$ cat src/b64d_pkg.sv
// Shared types and constants for the base64 decoder.
`timescale 1ns / 1ps

package b64d_pkg;

	// Default depth of the queue between classifier and byte emitter.
	localparam int unsigned B64D_QUEUE_DEPTH = 4;

	// One unit of work for the emitter: up to three bytes of a group.
	// nbytes == 0 means an end marker with no data.
	typedef struct packed {
		logic [23:0] data;
		logic [1:0]  nbytes;
		logic        msg_end;
	} job_t;

	typedef struct packed {
		logic full;
		logic empty;
	} q_status_t;

endpackage

$ cat src/b64d_front.sv
// Front end: accepts characters, maps them to sextets, builds group jobs.
`timescale 1ns / 1ps

module b64d_front (
	input  logic              clk,
	input  logic              arst_n,
	input  logic              in_valid,
	output logic              in_ready,
	input  logic [7:0]        char_code,
	input  logic              last_char,
	input  b64d_pkg::q_status_t q_status,
	output logic              push,
	output b64d_pkg::job_t    push_job
);
	import b64d_pkg::*;

	localparam logic [7:0] CH_UPPER_A = 8'h41;
	localparam logic [7:0] CH_UPPER_Z = 8'h5A;
	localparam logic [7:0] CH_LOWER_A = 8'h61;
	localparam logic [7:0] CH_LOWER_Z = 8'h7A;
	localparam logic [7:0] CH_DIGIT_0 = 8'h30;
	localparam logic [7:0] CH_DIGIT_9 = 8'h39;
	localparam logic [7:0] CH_PLUS    = 8'h2B;
	localparam logic [7:0] CH_SLASH   = 8'h2F;
	localparam logic [7:0] SX_LOWER_BASE = 8'd26;
	localparam logic [7:0] SX_DIGIT_BASE = 8'd52;
	localparam logic [5:0] SX_PLUS    = 6'd62;
	localparam logic [5:0] SX_SLASH   = 6'd63;

	typedef enum logic [1:0] {POS_FIRST, POS_SECOND, POS_THIRD, POS_FOURTH} pos_t;

	// {valid, sextet}; invalid characters give sextet zero
	function automatic logic [6:0] sextet_of(input logic [7:0] ch);
		logic [7:0] t;
		t = 8'd0;
		if (ch >= CH_UPPER_A && ch <= CH_UPPER_Z) begin
			t = ch - CH_UPPER_A;
			return {1'b1, t[5:0]};
		end
		if (ch >= CH_LOWER_A && ch <= CH_LOWER_Z) begin
			t = ch - CH_LOWER_A + SX_LOWER_BASE;
			return {1'b1, t[5:0]};
		end
		if (ch >= CH_DIGIT_0 && ch <= CH_DIGIT_9) begin
			t = ch - CH_DIGIT_0 + SX_DIGIT_BASE;
			return {1'b1, t[5:0]};
		end
		if (ch == CH_PLUS)  return {1'b1, SX_PLUS};
		if (ch == CH_SLASH) return {1'b1, SX_SLASH};
		return 7'd0;
	endfunction

	pos_t        pos_q, pos_d;
	logic [17:0] acc_q, acc_d;
	logic        third_ok_q, third_ok_d;
	logic        first_two_ok_q, first_two_ok_d;
	logic        halted_q, halted_d;

	logic [6:0] sx_full;
	logic       ok;
	logic [5:0] sx;
	logic [1:0] nb;
	logic       accept;
	logic [7:0] byte0, byte1, byte2;

	assign in_ready = !q_status.full;
	assign accept   = in_valid && in_ready;
	assign sx_full  = sextet_of(char_code);
	assign ok       = sx_full[6];
	assign sx       = sx_full[5:0];

	assign byte0 = {acc_q[17:12], acc_q[11:10]};
	assign byte1 = {acc_q[9:6], acc_q[5:2]};
	assign byte2 = {acc_q[1:0], sx};

	always_comb begin
		pos_d          = pos_q;
		acc_d          = acc_q;
		third_ok_d     = third_ok_q;
		first_two_ok_d = first_two_ok_q;
		halted_d       = halted_q;
		nb             = 2'd0;
		if (!halted_q) begin
			unique case (pos_q)
				POS_FIRST: begin
					acc_d          = {sx, 12'd0};
					first_two_ok_d = ok;
					pos_d          = POS_SECOND;
				end
				POS_SECOND: begin
					acc_d[11:6]    = sx;
					first_two_ok_d = first_two_ok_q & ok;
					pos_d          = POS_THIRD;
				end
				POS_THIRD: begin
					acc_d[5:0] = sx;
					third_ok_d = ok;
					pos_d      = POS_FOURTH;
				end
				POS_FOURTH: begin
					pos_d = POS_FIRST;
					if (!first_two_ok_q)
						halted_d = 1'b1;
					else if (!third_ok_q)
						nb = 2'd1;
					else if (!ok)
						nb = 2'd2;
					else
						nb = 2'd3;
				end
				default: pos_d = POS_FIRST;
			endcase
		end
		// message end returns everything to reset values
		if (last_char) begin
			pos_d          = POS_FIRST;
			acc_d          = 18'd0;
			third_ok_d     = 1'b0;
			first_two_ok_d = 1'b0;
			halted_d       = 1'b0;
		end
	end

	assign push              = accept && (nb != 2'd0 || last_char);
	assign push_job.data     = (nb == 2'd0) ? 24'd0 : {byte0, byte1, byte2};
	assign push_job.nbytes   = nb;
	assign push_job.msg_end  = last_char;

	always_ff @(posedge clk or negedge arst_n) begin
		if (!arst_n) begin
			pos_q          <= POS_FIRST;
			acc_q          <= 18'd0;
			third_ok_q     <= 1'b0;
			first_two_ok_q <= 1'b0;
			halted_q       <= 1'b0;
		end else if (accept) begin
			pos_q          <= pos_d;
			acc_q          <= acc_d;
			third_ok_q     <= third_ok_d;
			first_two_ok_q <= first_two_ok_d;
			halted_q       <= halted_d;
		end
	end

endmodule

$ cat src/b64d_queue.sv
// Small job queue between the front end and the byte emitter.
`timescale 1ns / 1ps

module b64d_queue #(
	parameter int unsigned DEPTH = b64d_pkg::B64D_QUEUE_DEPTH
) (
	input  logic                clk,
	input  logic                arst_n,
	input  logic                push,
	input  b64d_pkg::job_t      push_job,
	input  logic                pop,
	output b64d_pkg::job_t      pop_job,
	output b64d_pkg::q_status_t status
);
	import b64d_pkg::*;

	localparam int unsigned PTR_W = (DEPTH > 1) ? $clog2(DEPTH) : 1;
	localparam int unsigned CNT_W = $clog2(DEPTH + 1);

	job_t             slots_q [DEPTH];
	logic [PTR_W-1:0] wr_ptr_q, rd_ptr_q;
	logic [CNT_W-1:0] count_q;

	function automatic logic [PTR_W-1:0] ptr_next(input logic [PTR_W-1:0] p);
		return (p == PTR_W'(DEPTH - 1)) ? '0 : p + PTR_W'(1);
	endfunction

	assign status.full  = (count_q == CNT_W'(DEPTH));
	assign status.empty = (count_q == '0);
	assign pop_job      = slots_q[rd_ptr_q];

	always_ff @(posedge clk) begin
		if (push)
			slots_q[wr_ptr_q] <= push_job;
	end

	always_ff @(posedge clk or negedge arst_n) begin
		if (!arst_n) begin
			wr_ptr_q <= '0;
			rd_ptr_q <= '0;
			count_q  <= '0;
		end else begin
			if (push)
				wr_ptr_q <= ptr_next(wr_ptr_q);
			if (pop)
				rd_ptr_q <= ptr_next(rd_ptr_q);
			if (push && !pop)
				count_q <= count_q + CNT_W'(1);
			else if (pop && !push)
				count_q <= count_q - CNT_W'(1);
		end
	end

	a_count_bound: assert property (@(posedge clk) disable iff (!arst_n)
		count_q <= CNT_W'(DEPTH))
		else $error("queue count over depth");
	a_no_overflow: assert property (@(posedge clk) disable iff (!arst_n)
		push |-> !status.full)
		else $error("push into full queue");
	a_no_underflow: assert property (@(posedge clk) disable iff (!arst_n)
		pop |-> !status.empty)
		else $error("pop from empty queue");

endmodule

$ cat src/b64d_back.sv
// Back end: drains jobs and emits one result word per handshake.
`timescale 1ns / 1ps

module b64d_back (
	input  logic                clk,
	input  logic                arst_n,
	input  b64d_pkg::q_status_t q_status,
	input  b64d_pkg::job_t      pop_job,
	output logic                pop,
	output logic                out_valid,
	input  logic                out_ready,
	output logic [7:0]          data_byte,
	output logic                byte_valid,
	output logic                run_last,
	output logic                message_end
);
	import b64d_pkg::*;

	job_t       job_q;
	logic [1:0] idx_q;
	logic       busy_q;
	logic [1:0] last_idx;
	logic       fin;

	assign last_idx = (job_q.nbytes == 2'd0) ? 2'd0 : job_q.nbytes - 2'd1;
	assign fin      = busy_q && out_ready && (idx_q == last_idx);
	assign pop      = !q_status.empty && (!busy_q || fin);

	assign out_valid   = busy_q;
	assign byte_valid  = (job_q.nbytes != 2'd0);
	assign run_last    = (idx_q == last_idx);
	assign message_end = run_last && job_q.msg_end;

	always_comb begin
		unique case (idx_q)
			2'd0:    data_byte = job_q.data[23:16];
			2'd1:    data_byte = job_q.data[15:8];
			default: data_byte = job_q.data[7:0];
		endcase
	end

	always_ff @(posedge clk) begin
		if (pop)
			job_q <= pop_job;
	end

	always_ff @(posedge clk or negedge arst_n) begin
		if (!arst_n) begin
			busy_q <= 1'b0;
			idx_q  <= 2'd0;
		end else if (pop) begin
			busy_q <= 1'b1;
			idx_q  <= 2'd0;
		end else if (fin) begin
			busy_q <= 1'b0;
		end else if (busy_q && out_ready) begin
			idx_q <= idx_q + 2'd1;
		end
	end

	a_marker_closes: assert property (@(posedge clk) disable iff (!arst_n)
		(out_valid && !byte_valid) |-> (run_last && message_end))
		else $error("end marker without end flags");
	a_idx_in_job: assert property (@(posedge clk) disable iff (!arst_n)
		busy_q |-> (idx_q <= last_idx))
		else $error("byte index past job size");
	a_end_is_last: assert property (@(posedge clk) disable iff (!arst_n)
		(out_valid && message_end) |-> run_last)
		else $error("message end not on last word of job");

endmodule

$ cat src/base64_decoder_unit.sv
// Top level of the streaming base64 decoder.
// A group's first byte passes the job queue and the back end's job register before output.
// Throughput: one character per cycle in while the job queue has room, one result word per
// cycle out while out_ready is high; the emitter drains up to three bytes per group from a
// 4-deep job queue (QUEUE_DEPTH). in_ready drops only while that job queue is full.
// Reset: arst_n clears group state, halt flag, queue pointers and the output stage.
`timescale 1ns / 1ps

module base64_decoder_unit #(
	parameter int unsigned QUEUE_DEPTH = b64d_pkg::B64D_QUEUE_DEPTH
) (
	input  logic       clk,
	input  logic       arst_n,
	// character word in
	input  logic       in_valid,
	output logic       in_ready,
	input  logic [7:0] char_code,
	input  logic       last_char,
	// decoded word out
	output logic       out_valid,
	input  logic       out_ready,
	output logic [7:0] data_byte,
	output logic       byte_valid,
	output logic       run_last,
	output logic       message_end
);
	import b64d_pkg::*;

	// front -> queue
	logic      push;
	job_t      push_job;
	// queue -> back
	logic      pop;
	job_t      pop_job;
	q_status_t q_status;

	// Front end classifies each character and, when a group yields bytes or the
	// message ends, pushes one job holding all bytes of that group.
	b64d_front u_front (
		.clk       (clk),
		.arst_n    (arst_n),
		.in_valid  (in_valid),
		.in_ready  (in_ready),
		.char_code (char_code),
		.last_char (last_char),
		.q_status  (q_status),
		.push      (push),
		.push_job  (push_job)
	);

	// Decouples the two sides: the front keeps taking characters while
	// the back is stalled on out_ready, as long as the queue is not full.
	b64d_queue #(
		.DEPTH (QUEUE_DEPTH)
	) u_queue (
		.clk      (clk),
		.arst_n   (arst_n),
		.push     (push),
		.push_job (push_job),
		.pop      (pop),
		.pop_job  (pop_job),
		.status   (q_status)
	);

	// Back end serializes a job into one word per byte (or one marker word).
	b64d_back u_back (
		.clk         (clk),
		.arst_n      (arst_n),
		.q_status    (q_status),
		.pop_job     (pop_job),
		.pop         (pop),
		.out_valid   (out_valid),
		.out_ready   (out_ready),
		.data_byte   (data_byte),
		.byte_valid  (byte_valid),
		.run_last    (run_last),
		.message_end (message_end)
	);

endmodule

$ cat config.mk
export PLATFORM = sky130hd
export DESIGN_NAME = base64_decoder_unit
export DESIGN_NICKNAME = d
export VERILOG_FILES = /design/src/b64d_pkg.sv /design/src/b64d_front.sv /design/src/b64d_queue.sv /design/src/b64d_back.sv /design/src/base64_decoder_unit.sv
export SDC_FILE = /design/constraint.sdc
export NUM_CORES = 1
export LEC_CHECK = 0
export BUFFER_PORTS_ARGS = -buffer_cell sky130_fd_sc_hd__buf_4
export CAP_MARGIN = 20
export CELL_PAD_IN_SITES_DETAIL_PLACEMENT = 1
export CELL_PAD_IN_SITES_GLOBAL_PLACEMENT = 1
export CORE_ASPECT_RATIO = 1.1
export CORE_UTILIZATION = 40
export CTS_CLUSTER_DIAMETER = 200
export CTS_CLUSTER_SIZE = 40
export DETAILED_ROUTE_END_ITERATION = 8
export GPL_TIMING_DRIVEN = 0
export PLACE_DENSITY = 0.62
export SLEW_MARGIN = 0
export SYNTH_ARGS = -nofsm -noshare
export SYNTH_HDL_FRONTEND = slang
export SYNTH_SLANG_ARGS = --single-unit
$ cat constraint.sdc
create_clock -name clk -period 6.63 [get_ports clk]
set_input_delay 0.3315 -clock clk [delete_from_list [all_inputs] [get_ports clk]]
set_output_delay 0.3315 -clock clk [all_outputs]
set_load 0.1 [all_outputs]
* Yosys cells after proc, flatten, opt, wreduce, memory -nomap -nowiden
Memory sizes are Yosys's and may differ from the RTL's. A register that Yosys moved wholly into a read port is not among the register bits.
Index checks and enable logic that the tools add are counted.
Widths: inputs -> output; s select.
** Word-level totals
- Bits in registers :: 33
- Bits of input ports :: 13
- Memories kept :: 1
- Output and inout port bits :: 13
- Bits in writable memories :: 108
** Cells by class
- Add/sub/neg operators :: 11
- Muxes and demuxes :: 62
- Bitwise gates (word level) :: 1
- Reductions and logical operators :: 38
- Magnitude comparators :: 6
- Equality and inequality tests :: 12
** Memory list
- u_queue.slots_q :: words 4, bits a word 27, read ports 1, clocked after memory_dff 1, write ports 1, line b64d_queue.sv:20 : job_t slots_q [DEPTH];
** Operators by type and width (count)
- $mux 7 :: 10
- $mux 18 :: 2
- $mux 1 :: 29
- $mux 2 :: 12
- $mux 24 :: 1
- $pmux 6 s2 :: 2
- $eq 8x6->1 const B :: 2
- $ge 8x7->1 const B :: 2
- $le 8x7->1 const B :: 2
- $pmux 8 s2 :: 1
- $reduce_bool 2->1 :: 7
- $reduce_and 3->1 :: 4
- $sub 6x6->6 const B :: 2
- $logic_and 1x1->1 :: 11
- $eq 2x2->1 const B :: 4
- $ge 8x6->1 const B :: 1
- $le 8x6->1 const B :: 1
- $logic_not 2->1 :: 4
- $pmux 2 s4 :: 1
- $add 2x1->2 const B :: 3
- $add 6x5->6 const B :: 1
- $add 6x6->6 const B :: 1
- $mux 3 :: 2
- $mux 6 :: 1
- 15 further kinds :: 24

* Depth between registers and ports, before layout
- Depth after elaboration :: 30
- Gate-level depth with buffers :: 12

* Modules after synthesis
Synthesis repeated with hierarchy kept, for this count alone.
** Unflattened totals
- Cell total of the unflattened synthesis :: 477
- Area, all modules :: 7377.1 sq um
** Modules (own cells, without submodules)
- b64d_queue :: area an instance 4321.6 sq um, cells an instance 178, sequential area each 3418.3 sq um, instances 1
- b64d_front :: area an instance 1869.3 sq um, cells an instance 217, sequential area each 575.6 sq um, instances 1
- b64d_back :: area an instance 1186.1 sq um, cells an instance 82, sequential area each 885.8 sq um, instances 1

* Worst setup path before layout
OpenSTA, ideal clock, no wires.
- Kind :: register to register
- Start point :: reg u_back.busy_q (netlist: u_back.out_valid)
- End point :: reg u_queue.count_q[1]
- Setup slack :: 3.052 ns
- Setup time :: 0.125 ns
- Data arrival time :: 3.453 ns
- Cell stages (with the launch flop) :: 8
- Path buffers :: 0
- Cells stage by stage :: dfrtp_1 o21ai_0 nor2b_1 inv_1 ha_1 inv_1 fa_1 mux2_2
** On the way
- Cells in the longest elaborated chain, start to end :: 7
- Elaborated cells between the ends (all ways) :: 10
- Those cells by class :: mux (1); reduce/logical (9)
** RTL lines
- from (decl) :: line b64d_back.sv:21 : logic busy_q;
- from (signal assigned) :: line b64d_back.sv:49 : busy_q <= 1'b0;
- from (signal assigned) :: line b64d_back.sv:52 : busy_q <= 1'b1;
- from (signal assigned) :: line b64d_back.sv:55 : busy_q <= 1'b0;
- $logic_and 1x1->1 (2 in series) :: line b64d_back.sv:26 : assign fin = busy_q && out_ready && (idx_q == last_idx);
- $logic_or 1x1->1 (*) :: line b64d_back.sv:27 : assign pop = !q_status.empty && (!busy_q || fin);
- $logic_and 1x1->1 (*) :: line b64d_back.sv:27
- net pop :: line base64_decoder_unit.sv:33 : logic pop;
- $logic_not 1->1 :: line b64d_queue.sv:47 : if (push && !pop)
- $logic_and 1x1->1 :: line b64d_queue.sv:47
- $mux 3 / $reduce_bool 2->1 (equally long branches)
- to (signal assigned) :: line b64d_queue.sv:48 : count_q <= count_q + CNT_W'(1);
- to (signal assigned) :: line b64d_queue.sv:50 : count_q <= count_q - CNT_W'(1);
- to (decl) :: line b64d_queue.sv:22 : logic [CNT_W-1:0] count_q;
The timed path passes the listed nets; every way through them passes the cells marked *.
A chain may end at the register's enable or synchronous reset.

* Worst setup path after layout
- Start point :: reg u_back.idx_q[0]
- End point :: reg u_queue.count_q[1]
** On the way
- Cells in the longest elaborated chain, start to end :: 7
- Elaborated cells between the ends (all ways) :: 9
- Those cells by class :: eq/ne (1); mux (1); reduce/logical (7)
** RTL lines
- from (decl) :: line b64d_back.sv:20 : logic [1:0] idx_q;
- from (signal assigned) :: line b64d_back.sv:57 : idx_q <= idx_q + 2'd1;
- $eq 2x2->1 (*) :: line b64d_back.sv:26
- $logic_and 1x1->1 (*) :: line b64d_back.sv:26
- $logic_or 1x1->1 (*) :: line b64d_back.sv:27
- $logic_and 1x1->1 (*) :: line b64d_back.sv:27
- net pop :: line base64_decoder_unit.sv:33
- $logic_not 1->1 :: line b64d_queue.sv:47
- $logic_and 1x1->1 :: line b64d_queue.sv:47
- $mux 3 / $reduce_bool 2->1 (equally long branches)
Marked as above.

==> flow_results.org <==
** Run status
- Result of the run :: finished clean

** Worst setup path
- Largest driver fanout on the critical path :: 30
- Data on the critical path is required at its endpoint by 6.94 ns.
- Endpoint kind of the worst setup timing path :: flip-flop
- Path type of the worst setup path :: flip-flop to flip-flop
- Data arrival, critical path :: 3.51 ns
- The worst setup path is launched from a flip-flop.

** Routing
- Using the TritonRoute via totals, the vias-per-cell ratio works out to 5.16.
- The count of nets left with antenna violations once routing finished came out at 0.
- The final layout contains routed wiring with a total length of 15000 um.
- Residual DRC :: 0
- Initial DRC count :: 175
- The first TritonRoute pass finished after 4 iterations.
- In the final routed layout, each cell accounts on average for 19.8 um.
- The routed layout has 3911 vias.

** Die
- Vertical extent of the die :: 143 um
- Area enclosed by the die boundary :: 18500 um^2
- Total I/O pin count :: 26
- The die is 130 um wide.
- Row generation in the floorplan step produced 51 rows.
- The core region is 17700 um^2.
- Effective utilization at floorplan :: 40.7%

** STA
- Endpoints failing hold :: 0
- Final critical-path setup slack :: 3.43 ns
- Setup violation total in the final timing report :: 0
- Final hold analysis gives a worst-case slack of 0.136 ns.
- Adding up every negative setup slack in the final design gives 0 ns.
- Final clock period utilization by the worst path :: 48.2%
- Between clock sinks in the finished design, the worst skew comes to 0.0112 ns.
- Setup repair after global routing left no endpoint under its margin.
- Static timing analysis puts the maximum clock frequency at 0.313 GHz.
- Measured against its own limit, the worst slew margin works out to 35.0%.
- For the pin with the worst max-slew slack, the measured transition is 0.972 ns.
- Shortest period the worst path allows :: 3.20 ns
- The number of pins exceeding their max-slew limit in the final report came to 0.

** Logic synthesis
- The most used flip-flop cell after synthesis is edfxtp_1.
- The synthesized design spends more area on one cell type than any other, namely edfxtp_1.
- Count of flip-flops with a built-in enable after synthesis :: 135
- The netlist uses 57 different library cells.
- Synthesized netlist net count :: 497
- Fraction of synthesis flops using an asynchronous set or reset pin :: 19.6%
- Summing every instance area after synthesis gives 7200 um^2.
- Synthesis produced a netlist whose cell count is 463.
- Post-synthesis average cell area :: 15.6 um^2
- During synthesis, Yosys emitted a total of 0 warnings.
- By area the synthesized netlist is led by edfxtp_1 56%, dfrtp_1 11%, mux4_2 8.4%.
- Fraction of the yosys area taken by sequential cells :: 67.8%
- The share of synthesized area in the top cell type comes to 56.3%.
- Flip-flop and latch count after synthesis :: 168

** Cells and area
- Ant. Diodes :: 0
- Synthesis-to-finish area growth :: 15.1%
- Fraction of final layout cells with drive strength greater than 1 :: 20.2%
- Filler cells :: 1762
- The library cell used most frequently in the layout, excluding fill and tap cells, is edfxtp_1.
- The count of cells in the finished layout, fillers not included, comes to 758.
- Once layout is complete, the utilization of the core stands at 46.9%.
- Summing all non-filler instances in the final layout gives an area of 8290 um^2.
- Final net count :: 541
- The top cell types in the final layout, fill and taps aside, are 135 x edfxtp_1, 47 x nand2_1, 33 x dfrtp_1.

** Global routing
- Global routing consumed, over all layers together, 18.0% of the routing resources.
- Wire length of the first global-routing pass :: 23900 um
- Pin count of the biggest net entering global routing :: 34
- Overall overflow remaining after global route :: 0
- The number of global-route vias before repair is 4272.
- Initial antenna violation count :: 0

** Clock tree
- Sinks on the clock net :: 168
- CTS tree :: built
- After clock tree synthesis, the setup repair step added 0 buffers.
- After clock tree synthesis, the clock-pin slew on the worst setup and hold paths is 0.06 ns.
- CTS built an H-tree with a depth of 4.
- Clock buffer depth :: 2
- Root Driver :: clkbuf_16
- The later pin in the worst-skew pair is clocked with a latency of 0.43 ns.
- Number of CTS-inserted buffers :: 17

** Place
- In this run the tool buffered the top-level ports with 24 buffer cells.
- Prior to clock tree synthesis, the placed netlist has a worst setup slack of 3.39 ns.
- # placed instances :: 725
- Summing all placed instances gives a cell area of 7690 um^2.
- At the end of routability-driven placement, the weighted congestion stood at 0.829.
- Detailed placement ended at an HPWL of 10300 um.

** Power and ir drop
- IR analysis of the VDD net gives a maximum drop of 0.308 mV.
- After layout, the design draws a total of 3.72 mW.
- Dividing total power by cell area gives a power density of 449 nW/um^2.
- The analysis attributes to cell leakage a power of 2.98 nW.

** Job
- Across the run, the number of max-cap violations was 0.

** Hold path
- The path class of the tightest hold or removal check is input port to flip-flop.
sequential cells by signal, summed over array words and instances, names as in the netlist:
signal / cells
u_queue.rd_ptr_q: 2
u_queue.count_q: 3
u_back.job_q: 27
u_queue.wr_ptr_q: 2
u_front.pos_q: 2
u_front.first_two_ok_q: 1
u_queue.slots_q: 108
u_back.idx_q: 2
u_back.out_valid: 1
u_front.third_ok_q: 1
u_front.acc_q: 18
u_front.halted_q: 1
power by group:
part	switching (mW)	total [mW]	internal, mW
registers	0.0876	1.46	1.37
clock network	0.392	0.981	0.589
logic	0.894	1.28	0.388
total	1.37	3.72	2.35
cell families after synthesis:
group                      Yosys count  share of synthesized area, %
AOI/OAI and AO/OA                   81                          8.20
xor gates and xnor gates             4                         0.487
adders and majority gates           21                          3.75
buffers and inverters               35                          1.88
DFF                                168                          67.8
muxes                               32                          9.28
and+or+nand+nor                    122                          8.65
synth_stat cells (5+ instances only):
library cell  instances
o21ai_1               9
nor2_1               18
nor2b_1               5
ha_1                 20
a22oi_1               8
o31ai_1               5
and2_1               27
o21ai_0              21
a21oi_1              11
edfxtp_1            135
inv_1                20
mux4_2               27
nor3_1                5
nand2_1              47
clkbuf_1             10
dfrtp_1              33
critical path, stage by stage (launching register included):
cell	delay (ns)
dfrtp_1	0.44
o21ai_0	0.17
o21ai_0	0.23
o21ai_0	0.30
nor2b_4	0.84
inv_1	0.12
ha_1	0.24
inv_1	0.07
fa_1	0.41
mux2_2	0.27
routing by layer:
metal	share of wire, %	GRT usage (%)	wire length [um]	up-vias
met5	0	0	0	-
met4	1.5	6.79	220	0
met3	2.3	3.37	342	20
met2	51	31.2	7670	49
met1	45	22.1	6750	1989
li1	-	-	-	1853
what timing repair did:
| item | in CTS | in global routing |
|---|---|---|
| gates resized for setup | 0 | 0 |
| hold endpoints to repair | 33 | 0 |
| hold buffers | 1 | 0 |
path summary, 6_finish.rpt:
check / end / slack [ns] / startpoint / cells after the start
max reg2reg: u_queue.count_q[1] / 3.43 / u_back.idx_q[0] / 9
max: u_queue.count_q[1] / 3.43 / u_back.idx_q[0] / 9
min reg2reg: u_front.acc_q[12] / 0.47 / u_front.acc_q[12] / 2
max in group asynchronous: u_front.acc_q[5] / 5.89 / arst_n / 2
min in group asynchronous: u_front.acc_q[9] / 0.41 / arst_n / 2
min: u_queue.slots_q[1][0] / 0.14 / last_char / 1
final cells by class:
cell class / count / area, um^2 / share of cell area [%]
buffer: 15 / 60.1 / 0.725
clock buffer: 19 / 433 / 5.22
clock inverter: 13 / 154 / 1.86
inverter: 20 / 75.1 / 0.906
multi-input combinational: 260 / 2200 / 26.5
sequential: 168 / 4880 / 58.9
tap: 238 / 298 / 3.59
timing repair buffer: 25 / 190 / 2.29
No activity file was read; power rests on OpenSTA's default activity.
